**src/rtl/core/awt_ram.sv**
```systemverilog
// Generic single-write, single-read RAM with a registered read port.
module awt_ram #(
    parameter int WIDTH = 8,
    parameter int DEPTH = 16
) (
    input  logic                     i_clk,
    input  logic                     i_we,
    input  logic [$clog2(DEPTH)-1:0] i_waddr,
    input  logic [WIDTH-1:0]         i_wdata,
    input  logic [$clog2(DEPTH)-1:0] i_raddr,
    output logic [WIDTH-1:0]         o_rdata
);

    logic [WIDTH-1:0] r_mem [DEPTH];
    logic [WIDTH-1:0] r_rdata;

    always_ff @(posedge i_clk) begin
        if (i_we) begin
            r_mem[i_waddr] <= i_wdata;
        end
        r_rdata <= r_mem[i_raddr];
    end

    assign o_rdata = r_rdata;

endmodule

```
**config.mk**
```make
export PLATFORM = sky130hd
export DESIGN_NAME = awt_ram
export DESIGN_NICKNAME = d
export VERILOG_FILES = /design/src/rtl/core/awt_ram.sv
export SDC_FILE = /design/constraint.sdc
export NUM_CORES = 1
export LEC_CHECK = 0
export ABC_AREA = 0
export BUFFER_PORTS_ARGS = -buffer_cell sky130_fd_sc_hd__buf_2
export CAP_MARGIN = 40
export CORE_MARGIN = 1.5
export CORE_UTILIZATION = 59
export CTS_BUF_LIST = sky130_fd_sc_hd__clkbuf_4
export CTS_CLUSTER_DIAMETER = 120
export DETAILED_ROUTE_END_ITERATION = 8
export PLACE_DENSITY = 0.77
export SLEW_MARGIN = 20
export SYNTH_ARGS = -nofsm -noshare
export SYNTH_HDL_FRONTEND = slang
export SYNTH_SLANG_ARGS = --single-unit
```
**constraint.sdc**
```tcl
create_clock -name i_clk -period 3.15 [get_ports i_clk]
set_input_delay 0.63 -clock i_clk [delete_from_list [all_inputs] [get_ports i_clk]]
set_output_delay 0.63 -clock i_clk [all_outputs]
set_load 0.005 [all_outputs]
```
==> results.md <==
- Outcome: finished clean
- Initial core utilization: 61.72%
- CP cell instances: buf_2 -> buf_12 -> mux4_1 -> a22oi_1 -> nand2_1
- CTS Buf Count: 17
- CTS tree: built
- Post-synthesis simple-gate area fraction: 3.184%
- Adder-cell share of the synthesized area: 0%
- Multi-input logic area: about 1100 µm²
- Compound-Gate Fraction of Synth Area: roughly 2.3%
- Port bufs: 25
- Hold-fix buffers, CTS: 0
- Worst-path clk slew: 0.11 ns
- First-pass GRT wire length: 14170 µm
- Combinational family with the most area after synthesis: multiplexers
- Seq. cell area: between 4000 and 5000 µm²
- Max clock buf depth: 2
- Syn_nets: 247
- Async SR Flop Fraction: 0%
- Hold WC Path Type: input pin to register
- Post-Syn Area: 5147 µm²
- Placer Congestion: approximately 0.74
- Ports: 26
- Die height: 96.41 µm
- Min Tclk post-route: 1.724 ns
- Share of layout cells above drive strength 1: between 30% and 40%
- Launch point of the worst path: i_raddr[0]
- YS warnings: 0
- Worst skew pair latency: 0.50 ns
- Family with the most delay on the worst path: multiplexers
- Final #Nets: just under 300
- XOR/XNOR Fraction of Synth Area: 0%
- DRC errors left: 0
- CP max stage cell: mux4_1
- Most common cell in the synthesized netlist: edfxtp_1
- Crit end category: register
- Largest net degree at the start of global routing: 24
- Post-layout power: 3.530 mW
- Post-Syn Area per Cell: 22.48 µm²
- Post_cts resized: 0
- Post-DP HPWL: 6287 µm
- Worst slew pin tran: 0.8356 ns
- Post-synth EDFFs: 128
- Hold path startpoint: i_wdata[3]
- WHS Path Cells: 1
- Crit-path max FO: 23
- Num rows: 33
- Critical R2R Launch: r_mem[1][5]
- DP Cell Count: 363
- Setup TNS: 0 ns
- RSZ-0062 raised after global routing: no
- Filler cells: 498
- Top_reg_cell synth: edfxtp_1
- Drt pass-1 iters: 4
- P&R area growth vs syn: 12.74%
- Vias in the first global route: 2392
- Initial DRC count: 225
- Initial antenna violation count: 1
- FMAX: 0.5802 GHz
- DR vias: around 2500
- CP max stage delay: 0.58 ns
- Clock Tree Root: clkbuf_4
- Critical Path Source Type: input pin
- CTS H-tree depth: 4
- Worst rel slew slack: 44.09%
- Post-synthesis mux area share: 15.02%
- Core box area: about 8300 µm²
- Maximum vdd ir drop: about 0.29 mV
- Worst Path Buf+Inv: 2
- Non-Filler Instances: just under 400
- Synth top area share: 74.67%
- Overflow after GRT: 0
- P_leak: roughly 2.0 nW
- Total Routed Length: ~9600 µm
- Post-synthesis register bit count: about 140
- Cell taking the most area after synthesis: edfxtp_1
- CTS sink cnt: 136
- Fin. Hold Viols: 0
- Vias per cell: around 6.2
- Post CTS Setup Buffer Count: 0
- Max-slew violation count: 0
- Power density cells: approximately 600 nW/µm²
- Ranking of synthesized cells by area: edfxtp_1 75%, mux4_2 7.9%, mux4_1 7.1%
- FF-to-FF path depth: 3
- Synth Instances: 229
- Total track usage: about 23%
- Worst path required time: 3.54 ns
- Clk_skew: approximately 0.0083 ns
- Yosys cell types: 19
- Post-synth top cells: 128 x edfxtp_1, 18 x mux4_2, 16 x a22oi_1
- Max-Cap Viols: 0
- Die W: 96.41 µm
- Crit path arrival time: 2.12 ns
- CP Depth: 5
- Worst setup path class: input pin to register
- Period utilization: 54.72%
- Full die area: 9294 µm²
- Post-synthesis sequential area ratio: 77.78%
- Final setup fails: 0
- Hold Slack: 0.4953 ns
- Routed length per instance: 24.03 µm
- Antenna Nets Post-Route: 0
-- cells in the final DEF, fill, tap and decap left out, drive strengths merged --
| cell type | n |
|---|---|
| nor2b | 1 |
| nand2b | 2 |
| bufinv | 5 |
| a22oi | 16 |
| buf | 42 |
| nor3 | 4 |
| nor2 | 13 |
| nand3 | 1 |
| and2b | 1 |
| nand2 | 9 |
| dfxtp | 8 |
| inv | 1 |
| clkbuf | 19 |
| nand3b | 2 |
| diode | 1 |
| or3b | 1 |
| clkinv | 3 |
| mux4 | 32 |
| edfxtp | 128 |
| clkinvlp | 3 |
| and2 | 1 |
-- layout make-up --
cell class,count,share of cell area [%]
antenna,1,0.04312
clock buffer,19,2.458
tap,105,2.264
clock inverter,12,3.450
timing repair buffer,42,4.571
multi-input combinational,83,18.22
sequential,136,69.00
-- registers in the layout, summed over array words and instances, names as in the netlist --
| name | flops |
|---|---|
| o_rdata | 8 |
| r_mem | 128 |
-- per-stage QoR --
step / instance area, µm² / utilization (%) / worst slack, ns
after floorplan: 5147 / - / 1.027
after global placement: 5413 / 64.90 / 0.8587
after detailed placement: 5435 / 65.17 / 0.8606
after CTS: 5778 / 69.28 / 1.411
after global routing: 5801 / 69.55 / 1.388
final: 5803 / 69.58 / 1.426
-- metal layers --
metal | GRT usage, % | vias up | share of wire (%)
met4 | 6.522 | 0 | 0.61
li1 | - | 1077 | -
met1 | 33.52 | 1278 | 43
met5 | 0 | - | 0
met3 | 6.495 | 5 | 7.0
met2 | 34.92 | 101 | 49
-- path summary, 6_finish.rpt --
check,endpoint,slack (ns)
max reg2reg,o_rdata[5],1.77
min,r_mem[7][3],0.50
max,o_rdata[3],1.43
min reg2reg,o_rdata[7],0.68
-- logic make-up after synthesis --
kind of cell	count (synthesis)
flops	136
simple gates	35
mux	32
compound gates	16
buf+inv	10
-- report_power, final --
group          switching [mW]  internal (mW)  total, mW
sequential             0.0129           2.02       2.03
clock                   0.595          0.724       1.32
combinational           0.100         0.0782      0.178
(Power assumes the default switching activity.)
